**config.mk**
```make
export PLATFORM = sky130hd
export DESIGN_NAME = gcd_lcm_unit
export DESIGN_NICKNAME = d
export VERILOG_FILES = /design/src/design/gcdl_pkg.sv /design/src/design/gcdl_front.sv /design/src/design/gcdl_queue.sv /design/src/design/gcdl_back.sv /design/src/design/gcd_lcm_unit.sv
export SDC_FILE = /design/constraint.sdc
export NUM_CORES = 1
export LEC_CHECK = 0
export BUFFER_PORTS_ARGS = -buffer_cell sky130_fd_sc_hd__buf_2
export CAP_MARGIN = 40
export CELL_PAD_IN_SITES_DETAIL_PLACEMENT = 1
export CELL_PAD_IN_SITES_GLOBAL_PLACEMENT = 2
export CORE_AREA = 2 2 237 262
export CTS_CLUSTER_SIZE = 14
export DETAILED_ROUTE_END_ITERATION = 16
export DIE_AREA = 0 0 239 264
export PLACE_DENSITY_LB_ADDON = 0.1
export SETUP_SLACK_MARGIN = 0.15
export SLEW_MARGIN = 20
export SYNTH_ARGS = -nofsm -noshare
export SYNTH_HDL_FRONTEND = slang
export SYNTH_HIERARCHICAL = 1
export SYNTH_SLANG_ARGS = --single-unit
```
**constraint.sdc**
```tcl
create_clock -name aclk -period 11.9 [get_ports aclk]
set_input_delay 2.38 -clock aclk [delete_from_list [all_inputs] [get_ports aclk]]
set_output_delay 2.38 -clock aclk [all_outputs]
set_load 0.02 [all_outputs]
```
**src/design/gcdl_pkg.sv**
```systemverilog
// Shared types and constants for the GCD / LCM unit.
package gcdl_pkg;

    localparam int OPERAND_WIDTH = 16;
    localparam int LCM_WIDTH     = 2 * OPERAND_WIDTH;
    localparam int CNT_WIDTH     = $clog2(OPERAND_WIDTH);
    localparam int QUEUE_DEPTH   = 2;
    localparam int QUEUE_AW      = (QUEUE_DEPTH > 1) ? $clog2(QUEUE_DEPTH) : 1;
    localparam int QUEUE_CW      = $clog2(QUEUE_DEPTH + 1);

    typedef struct packed {
        logic [OPERAND_WIDTH-1:0] operand_a;
        logic [OPERAND_WIDTH-1:0] operand_b;
    } gcdl_in_t;

    typedef struct packed {
        logic [OPERAND_WIDTH-1:0] gcd_value;
        logic [LCM_WIDTH-1:0]     lcm_value;
    } gcdl_out_t;

    // Classified job handed from front to back.
    typedef struct packed {
        logic [OPERAND_WIDTH-1:0] operand_a;
        logic [OPERAND_WIDTH-1:0] operand_b;
        logic                     has_zero;
    } gcdl_job_t;

    typedef enum logic [2:0] {
        ST_IDLE,
        ST_GCD,
        ST_DIV,
        ST_MUL,
        ST_DONE
    } gcdl_state_t;

endpackage

```
**src/design/gcdl_front.sv**
```systemverilog
// Front end: input register and zero-operand classification.
module gcdl_front (
    input  logic               aclk,
    input  logic               aresetn,
    input  logic               s_valid,
    output logic               s_ready,
    input  gcdl_pkg::gcdl_in_t s_data,
    output logic               job_valid,
    input  logic               job_ready,
    output gcdl_pkg::gcdl_job_t job
);
    import gcdl_pkg::*;

    logic      valid_reg, valid_next;
    gcdl_job_t job_reg, job_next;
    logic      take;

    assign s_ready = !valid_reg || job_ready;
    assign take    = s_valid && s_ready;

    always_comb begin
        job_next           = job_reg;
        job_next.operand_a = s_data.operand_a;
        job_next.operand_b = s_data.operand_b;
        job_next.has_zero  = (s_data.operand_a == '0) || (s_data.operand_b == '0);
        if (take) begin
            valid_next = 1'b1;
        end else if (job_ready) begin
            valid_next = 1'b0;
        end else begin
            valid_next = valid_reg;
        end
    end

    always_ff @(posedge aclk) begin
        if (!aresetn) begin
            valid_reg <= 1'b0;
        end else begin
            valid_reg <= valid_next;
        end
        if (take) begin
            job_reg <= job_next;
        end
    end

    assign job_valid = valid_reg;
    assign job       = job_reg;

endmodule

```
**src/design/gcdl_queue.sv**
```systemverilog
// Short FIFO between front and back.
module gcdl_queue (
    input  logic                aclk,
    input  logic                aresetn,
    input  logic                push_valid,
    output logic                push_ready,
    input  gcdl_pkg::gcdl_job_t push_job,
    output logic                pop_valid,
    input  logic                pop_ready,
    output gcdl_pkg::gcdl_job_t pop_job
);
    import gcdl_pkg::*;

    gcdl_job_t             slot_reg [QUEUE_DEPTH];
    logic [QUEUE_AW-1:0]   wr_ptr_reg, wr_ptr_next;
    logic [QUEUE_AW-1:0]   rd_ptr_reg, rd_ptr_next;
    logic [QUEUE_CW-1:0]   count_reg, count_next;
    logic                  do_push, do_pop;

    assign push_ready = (count_reg != QUEUE_CW'(QUEUE_DEPTH));
    assign pop_valid  = (count_reg != '0);
    assign do_push    = push_valid && push_ready;
    assign do_pop     = pop_valid && pop_ready;
    assign pop_job    = slot_reg[rd_ptr_reg];

    function automatic logic [QUEUE_AW-1:0] ptr_inc(input logic [QUEUE_AW-1:0] p);
        if (p == QUEUE_AW'(QUEUE_DEPTH - 1)) begin
            return '0;
        end
        return p + 1'b1;
    endfunction

    always_comb begin
        wr_ptr_next = do_push ? ptr_inc(wr_ptr_reg) : wr_ptr_reg;
        rd_ptr_next = do_pop  ? ptr_inc(rd_ptr_reg) : rd_ptr_reg;
        count_next  = count_reg;
        if (do_push && !do_pop) begin
            count_next = count_reg + 1'b1;
        end else if (do_pop && !do_push) begin
            count_next = count_reg - 1'b1;
        end
    end

    always_ff @(posedge aclk) begin
        if (!aresetn) begin
            wr_ptr_reg <= '0;
            rd_ptr_reg <= '0;
            count_reg  <= '0;
        end else begin
            wr_ptr_reg <= wr_ptr_next;
            rd_ptr_reg <= rd_ptr_next;
            count_reg  <= count_next;
        end
        if (do_push) begin
            slot_reg[wr_ptr_reg] <= push_job;
        end
    end

endmodule

```
**src/design/gcdl_back.sv**
```systemverilog
// Back end: binary GCD, restoring divide a/g, then (a/g)*b.
module gcdl_back (
    input  logic                 aclk,
    input  logic                 aresetn,
    input  logic                 job_valid,
    output logic                 job_ready,
    input  gcdl_pkg::gcdl_job_t  job,
    output logic                 res_valid,
    input  logic                 res_ready,
    output gcdl_pkg::gcdl_out_t  res
);
    import gcdl_pkg::*;

    localparam int W = OPERAND_WIDTH;

    gcdl_state_t         state_reg, state_next;
    logic [W-1:0]        x_reg, x_next;
    logic [W-1:0]        y_reg, y_next;
    logic [CNT_WIDTH-1:0] k_reg, k_next;
    logic [CNT_WIDTH-1:0] cnt_reg, cnt_next;
    logic [W-1:0]        a_reg, a_next;
    logic [W-1:0]        b_reg, b_next;
    logic [W-1:0]        g_reg, g_next;
    logic [W-1:0]        rem_reg, rem_next;
    logic [W-1:0]        quo_reg, quo_next;
    gcdl_out_t           res_reg, res_next;

    logic                gcd_end;
    logic [W:0]          rem_shift;
    logic                sub_ok;
    logic [W:0]          rem_diff;

    assign gcd_end   = (x_reg == '0) || (y_reg == '0);
    assign rem_shift = {rem_reg, quo_reg[W-1]};
    assign sub_ok    = rem_shift >= {1'b0, g_reg};
    assign rem_diff  = rem_shift - {1'b0, g_reg};

    // next state
    always_comb begin
        state_next = state_reg;
        case (state_reg)
            ST_IDLE: begin
                if (job_valid) begin
                    state_next = job.has_zero ? ST_DONE : ST_GCD;
                end
            end
            ST_GCD: begin
                if (gcd_end) begin
                    state_next = ST_DIV;
                end
            end
            ST_DIV: begin
                if (cnt_reg == '0) begin
                    state_next = ST_MUL;
                end
            end
            ST_MUL:  state_next = ST_DONE;
            ST_DONE: begin
                if (res_ready) begin
                    state_next = ST_IDLE;
                end
            end
            default: state_next = ST_IDLE;
        endcase
    end

    // datapath and outputs
    always_comb begin
        x_next    = x_reg;
        y_next    = y_reg;
        k_next    = k_reg;
        cnt_next  = cnt_reg;
        a_next    = a_reg;
        b_next    = b_reg;
        g_next    = g_reg;
        rem_next  = rem_reg;
        quo_next  = quo_reg;
        res_next  = res_reg;
        job_ready = 1'b0;
        res_valid = 1'b0;
        case (state_reg)
            ST_IDLE: begin
                job_ready = 1'b1;
                x_next    = job.operand_a;
                y_next    = job.operand_b;
                a_next    = job.operand_a;
                b_next    = job.operand_b;
                k_next    = '0;
                // zero operand: gcd is the other one, lcm is zero
                res_next.gcd_value = job.operand_a | job.operand_b;
                res_next.lcm_value = '0;
            end
            ST_GCD: begin
                if (gcd_end) begin
                    g_next   = (x_reg | y_reg) << k_reg;
                    rem_next = '0;
                    quo_next = a_reg;
                    cnt_next = CNT_WIDTH'(W - 1);
                end else begin
                    case ({x_reg[0], y_reg[0]})
                        2'b00: begin
                            x_next = x_reg >> 1;
                            y_next = y_reg >> 1;
                            k_next = k_reg + 1'b1;
                        end
                        2'b01: x_next = x_reg >> 1;
                        2'b10: y_next = y_reg >> 1;
                        default: begin
                            if (x_reg >= y_reg) begin
                                x_next = (x_reg - y_reg) >> 1;
                            end else begin
                                y_next = (y_reg - x_reg) >> 1;
                            end
                        end
                    endcase
                end
            end
            ST_DIV: begin
                rem_next = sub_ok ? rem_diff[W-1:0] : rem_shift[W-1:0];
                quo_next = {quo_reg[W-2:0], sub_ok};
                cnt_next = cnt_reg - 1'b1;
            end
            ST_MUL: begin
                res_next.gcd_value = g_reg;
                res_next.lcm_value = LCM_WIDTH'(quo_reg) * LCM_WIDTH'(b_reg);
            end
            ST_DONE: res_valid = 1'b1;
            default: ;
        endcase
    end

    always_ff @(posedge aclk) begin
        if (!aresetn) begin
            state_reg <= ST_IDLE;
        end else begin
            state_reg <= state_next;
        end
        x_reg   <= x_next;
        y_reg   <= y_next;
        k_reg   <= k_next;
        cnt_reg <= cnt_next;
        a_reg   <= a_next;
        b_reg   <= b_next;
        g_reg   <= g_next;
        rem_reg <= rem_next;
        quo_reg <= quo_next;
        res_reg <= res_next;
    end

    assign res = res_reg;

endmodule

```
**src/design/gcd_lcm_unit.sv**
```systemverilog
// Top level of the GCD / LCM unit: front, job queue, back end and output register.
//
//  channel | ports                     | item carries
//  --------+---------------------------+---------------------------------
//  input   | s_valid, s_ready, s_data  | operand_a, operand_b (16b each)
//  result  | m_valid, m_ready, m_data  | gcd_value (16b), lcm_value (32b)
//
// Timing: an item with a zero operand skips the GCD, divide and multiply steps.
// Otherwise the back end's binary GCD loop runs up to 2*16 steps, the restoring
// divider 16 steps, then one multiply; the back end takes no new item until
// its result has been passed to the output register.
// Reset: aresetn, synchronous, active low; clears handshake and FSM state only.
// Stalls: the front keeps taking items while the 2-entry queue has room; a result
// held by m_ready low blocks the back end, which then blocks the queue.
module gcd_lcm_unit (
    input  logic                aclk,
    input  logic                aresetn,
    input  logic                s_valid,
    output logic                s_ready,
    input  gcdl_pkg::gcdl_in_t  s_data,
    output logic                m_valid,
    input  logic                m_ready,
    output gcdl_pkg::gcdl_out_t m_data
);
    import gcdl_pkg::*;

    // front -> queue
    logic      fq_valid, fq_ready;
    gcdl_job_t fq_job;
    // queue -> back
    logic      qb_valid, qb_ready;
    gcdl_job_t qb_job;
    // back -> output register
    logic      back_valid, out_load;
    gcdl_out_t back_res;

    logic      m_valid_reg, m_valid_next;
    gcdl_out_t m_data_reg;

    gcdl_front u_front (
        .aclk      (aclk),
        .aresetn   (aresetn),
        .s_valid   (s_valid),
        .s_ready   (s_ready),
        .s_data    (s_data),
        .job_valid (fq_valid),
        .job_ready (fq_ready),
        .job       (fq_job)
    );

    gcdl_queue u_queue (
        .aclk       (aclk),
        .aresetn    (aresetn),
        .push_valid (fq_valid),
        .push_ready (fq_ready),
        .push_job   (fq_job),
        .pop_valid  (qb_valid),
        .pop_ready  (qb_ready),
        .pop_job    (qb_job)
    );

    gcdl_back u_back (
        .aclk      (aclk),
        .aresetn   (aresetn),
        .job_valid (qb_valid),
        .job_ready (qb_ready),
        .job       (qb_job),
        .res_valid (back_valid),
        .res_ready (out_load),
        .res       (back_res)
    );

    // output register: frees the back end as soon as a result is parked
    assign out_load = back_valid && (!m_valid_reg || m_ready);

    always_comb begin
        if (out_load) begin
            m_valid_next = 1'b1;
        end else if (m_ready) begin
            m_valid_next = 1'b0;
        end else begin
            m_valid_next = m_valid_reg;
        end
    end

    always_ff @(posedge aclk) begin
        if (!aresetn) begin
            m_valid_reg <= 1'b0;
        end else begin
            m_valid_reg <= m_valid_next;
        end
        if (out_load) begin
            m_data_reg <= back_res;
        end
    end

    assign m_valid = m_valid_reg;
    assign m_data  = m_data_reg;

    // back end holds its result while the output register is occupied
    a_back_hold: assert property (@(posedge aclk) disable iff (!aresetn)
        back_valid && !out_load |=> back_valid && $stable(back_res))
        else $error("back end result changed while blocked");

    // front holds its item while the queue is full
    a_front_hold: assert property (@(posedge aclk) disable iff (!aresetn)
        fq_valid && !fq_ready |=> fq_valid && $stable(fq_job))
        else $error("front item changed while queue full");

    // zero gcd only for two zero operands, whose lcm is zero
    a_zero_gcd: assert property (@(posedge aclk) disable iff (!aresetn)
        m_valid && (m_data.gcd_value == '0) |-> (m_data.lcm_value == '0))
        else $error("zero gcd with nonzero lcm");

    // lcm nonzero implies gcd nonzero and no larger than lcm
    a_lcm_bound: assert property (@(posedge aclk) disable iff (!aresetn)
        m_valid && (m_data.lcm_value != '0) |->
            (m_data.gcd_value != '0) &&
            (LCM_WIDTH'(m_data.gcd_value) <= m_data.lcm_value))
        else $error("lcm smaller than gcd");

endmodule
```
== Word-level counts from Yosys, hierarchy flattened ==
Memories as Yosys holds them, arrays and structs flattened. A register that Yosys moved wholly into a read port is not among the register bits.
Index checks and enable logic that the tools add are counted.

* Multiplexer cells: 43
* Reductions and logical operators: 36
* Equality and inequality tests: 17
* Bitwise operators: 2
* Add/sub/neg operators: 9
* $mul: 1
* Order comparisons: 2
* Shift-type cells: 1

{| class="wikitable"
|+ Operators by type and width
! kind !! count
|-
| $pmux 16 s2 || 6
|-
| $mux 16 || 7
|-
| $pmux 48 s2 || 1
|-
| $logic_not 16->1 || 4
|-
| $sub 16x16->16 || 3
|-
| $mul 16x16->32 || 1
|-
| $or 16x16->16 || 2
|-
| $ge 17x16->1 || 1
|-
| $ge 16x16->1 || 1
|-
| $mux 1 || 16
|-
| $pmux 4 s2 || 2
|-
| $shl 16x4->16 || 1
|-
| $mux 3 || 5
|-
| $pmux 3 s5 || 1
|-
| $reduce_bool 2->1 || 7
|-
| $mux 4 || 3
|-
| $ne 2x2->1 const B || 6
|-
| $reduce_and 4->1 || 3
|-
| $eq 3x2->1 const B || 2
|-
| $logic_and 1x1->1 || 6
|-
| $ne 2x1->1 const B || 3
|-
| $add 4x1->4 const B || 1
|-
| $logic_not 1->1 || 4
|-
| $logic_not 4->1 || 1
|-
| other kinds (17) || 24
|}

* Memories: 1
* Output and inout bits: 50
* Word-level logic and storage cells: 134
* Memory bits (writable): 66
* Register bits after elaboration: 258

{| class="wikitable"
|+ Memories
! memory !! depth !! width !! read ports !! clocked after Yosys merged registers in !! wr ports !! RTL line !! text
|-
| u_queue.slot_reg || 2 || 33 || 1 || 1 || 1 || gcdl_queue.sv:14 || <nowiki>gcdl_job_t slot_reg [QUEUE_DEPTH];</nowiki>
|}

== Logic depth before layout (Yosys ltp) ==
* Word-level depth: 6
* Mapped depth: 23

== Modules after synthesis ==
Netlist, hierarchy kept.

{| class="wikitable"
|+ Modules (own cells, without submodules)
! module !! area an instance (µm²) !! sequential area each (µm²) !! instances !! cells each
|-
| gcdl_back || 18,803.0 || 5,104.9 || 1 || 2,019
|-
| gcdl_queue || 2,616.3 || 2,082.0 || 1 || 127
|-
| gcd_lcm_unit || 1,488.9 || 1,461.4 || 1 || 52
|-
| gcdl_front || 1,107.3 || 1,011.0 || 1 || 49
|}

== Least setup slack after synthesis ==
Ideal clock, no wire load.

* Path type: register -> register
* From: register u_back.quo_reg[12]
* To: register u_back.res_reg (netlist bit u_back/res[29]) (data pin)
* Library setup time: 0.266 ns
* Arrival: 5.551 ns
* Buffers on the path: 2
* Slack: 6.083 ns
* Period minus slack after synthesis: 5.817 ns
* Data required time: 11.634 ns
* Stages on the path, launching flop included: 21
* Cells stage by stage: edfxtp_1 -> clkbuf_1 -> nand2_1 -> fa_1 -> fa_1 -> fa_1 -> inv_1 -> fa_1 -> fa_1 -> inv_1 -> fa_1 -> inv_1 -> ha_1 -> clkbuf_1 -> and4_1 -> nand2_1 -> o22a_1 -> o211a_1 -> a2111oi_2 -> o21ai_0 -> nor3b_1

* Longest elaborated chain between the ends: 2

{| class="wikitable"
|+ Ends and longest elaborated chain
! what !! RTL line !! text
|-
| start, declared || gcdl_back.sv:25 || <nowiki>logic [W-1:0] quo_reg, quo_next;</nowiki>
|-
| start signal, assigned || gcdl_back.sv:146 || <nowiki>quo_reg <= quo_next;</nowiki>
|-
| $mul 16x16->32 || gcdl_back.sv:125 || <nowiki>res_next.lcm_value = LCM_WIDTH'(quo_reg) * LCM_WIDTH'(b_reg);</nowiki>
|-
| $pmux 48 s2 || gcdl_back.sv:81 || <nowiki>case (state_reg)</nowiki>
|-
| end signal, assigned || gcdl_back.sv:147 || <nowiki>res_reg <= res_next;</nowiki>
|-
| end, declared || gcdl_back.sv:26 || <nowiki>gcdl_out_t res_reg, res_next;</nowiki>
|}

Every way passes these cells.
A chain may end at the register's enable or synchronous reset.

== Worst setup path in the final report ==
* From: register u_back.quo_reg[14]
* To: register u_back.res_reg (netlist bit u_back/res[29]) (data pin)

The elaborated chain is that of the path after synthesis.

==> results.cfg <==
[final_layout]
register_area_um2 = 9660
fin_nets = 2701
fin_cells = 3102
largest_reg_flops = 66
final.fill_count = 6655
multi_input_area_um2 = 12800
drive_gt1_share_pct = 10.5
area_growth_pct = 10.3
design_area_um2 = 26500

[setup_path]
worstPathArrival_ps = 6790
critPathKind = reg -> reg
crit_required_ps = 12180
worst_setup_path_end_kind = flip-flop
crit_path_start_kind = flip-flop
rr_worst_depth = 16
crit_fanout = 17

[detailed_routing]
viasPerCell = 5.30
firstDrtPassIters = 5
drcViolationCount = 0
routedWlPerCell_um = 23.0
final_antenna_net_count = 0
drtIter0Drc = 865
drt-total-wl_um = 71400
num_vias = 16429

[yosys]
ys_types = 82
syn_area_per_cell_um2 = 10.7
yosys_register_bits = 325
synthesis.area_um2 = 24000
ys.flop_type = edfxtp_1
ys_seq_area_share_pct = 40.2
synthArstFlopShare_pct = 0
synthCells = 2247
synth_fp_nets = 2650
synth_edf_count = 315
synth-warning-count = 6

[timing]
setup_violations = 0
maxSlewViolCount = 0
worst_pin_slew_ps = 869
hold_viol = 0
holdWs_ps = 419
slew_headroom_pct = 42.1
max_freq_ghz = 0.154
tns_ps = 0
min_period_ps = 6510
period_share_pct = 54.7
rsz0062_at_grt = no
clock_skew_ps = 53.8

[global_route]
grt_antenna_before_repair = 1
grt_pass1_vias = 18107
overflow = 0
grt_usage_pct = 23.1
grt_start_max_net_pins = 58
grt_pass1_wl_um = 109000

[cts]
cts_root_buffer = clkbuf_16
hold_buffers = 0
cts_setup_buffers = 0
tritoncts = done
cts_buffers = 37
clkLatencyLatePin_ps = 590
clk_pin_slew_worst_paths_ps = 70
cts.repair.resized = 0
clkSinkCount = 325
htreeDepth = 2
cts_max_path_buffers = 3

[placement]
dp_hpwl_um = 55900
gp_congestion = 0.881
place_area_um2 = 25200
place_inst = 3033
portBuffers = 85

[floorplanning]
die_h_um = 264
die_w_um = 239
rows = 95
core_area_um2 = 60600
die_area_um2 = 63100
start_util_pct = 39.6
io_pins = 86

[job]
drv.max_cap_violation_count = 0

[run_status]
outcome = complete, no violations

[worst_hold_path]
holdPathStages = 0
hp-class = reg -> reg
[synth_stat cells, types with 13 or more instances]
cell      instances  area (um^2)
xnor2_1          41          359
mux2_2           38          428
fa_1            197         3940
a21o_1           27          203
and3_1           15         93.8
ha_1            170         2130
nand2_1         269         1010
nand4_1          13         81.3
mux2i_1          24          240
edfxtp_1        315         9460
nor2_1           98          368
clkbuf_1         78          293
a21oi_1          87          435
xor2_1           16          140
o21ai_0         119          596
and2_1          139          870
nor3_1           34          170
nor4_1           17          106
nand3_1          20          100
o21bai_1         14          105
inv_1           307         1150
[cell type report]
class	count	area share, %
multi-input combinational	1519	48.5
sequential	325	36.5
inverter	307	4.35
tap	776	3.67
clock buffer	41	3.55
timing repair buffer	108	2.39
clock inverter	25	1.09
antenna	1	0.00945
[cells in the final DEF, fill, tap and decap left out, types with 5 or more instances in the layout]
cell type / count
nor2b_1: 11
nand4_1: 13
o21bai_1: 14
o21ai_0: 117
a21oi_1: 87
ha_1: 170
clkinvlp_4: 5
o211ai_1: 7
o21a_1: 8
nand3_1: 20
a21o_1: 27
clkinv_1: 8
clkbuf_16: 37
and2_1: 139
or3_1: 10
nand2_1: 269
nor3b_1: 7
edfxtp_1: 315
nor4_1: 17
fa_1: 197
a31oi_1: 12
a311oi_1: 5
or2_2: 12
nor2_1: 96
mux2_2: 38
a211oi_1: 8
buf_4: 20
and3_1: 15
inv_1: 307
xor2_1: 16
mux2i_1: 24
a31o_2: 5
a21boi_0: 5
buf_2: 85
nor3_1: 34
o22ai_1: 7
nand2b_1: 11
dfxtp_1: 10
xnor2_1: 41
[through the flow]
step                      setup WS (ps)  utilization [%]
final                              5390             43.7
after global routing               5120             43.7
after CTS                          5280             43.6
after detailed placement           5340             41.6
after global placement             5350             41.5
after floorplan                    6080                -
[cell families after synthesis]
kind of cell / synth area share (%)
flops: 40.2
simple gates: 13.8
compound gates: 9.44
buf+inv: 6.45
mux: 2.78
fa+ha+maj: 25.3
xor+xnor: 2.08
[per-layer routing]
metal  global-route usage [%]  wire (um)
met1                     27.3      28900
met2                     42.5      37600
met3                     2.79       2180
met4                     8.56       2730
met5                        0          0
[critical path, cell delays in order (launching register included)]
cell       delay (ps)
edfxtp_1          880
nand2_1           190
fa_1              560
fa_1              540
inv_1              50
fa_1              480
fa_1              500
fa_1              560
fa_1              440
ha_1              450
and4_1            250
nand2_1           110
o22a_1            250
o211a_1           170
a2111oi_2         430
o21ai_0           140
nor3b_1           150
[path summary, 6_finish.rpt]
check	from	to	slack, ps
max reg2reg	u_back/quo_reg[14]	u_back/res[29]	5390
max	u_back/quo_reg[14]	u_back/res[29]	5390
min	u_back/res[35]	m_data[35]	420
min reg2reg	u_back/res[35]	m_data[35]	420
Power is left out: the tool's default activity adds up to more than one toggle a clock period on the data nets, which glitch-free logic cannot reach.
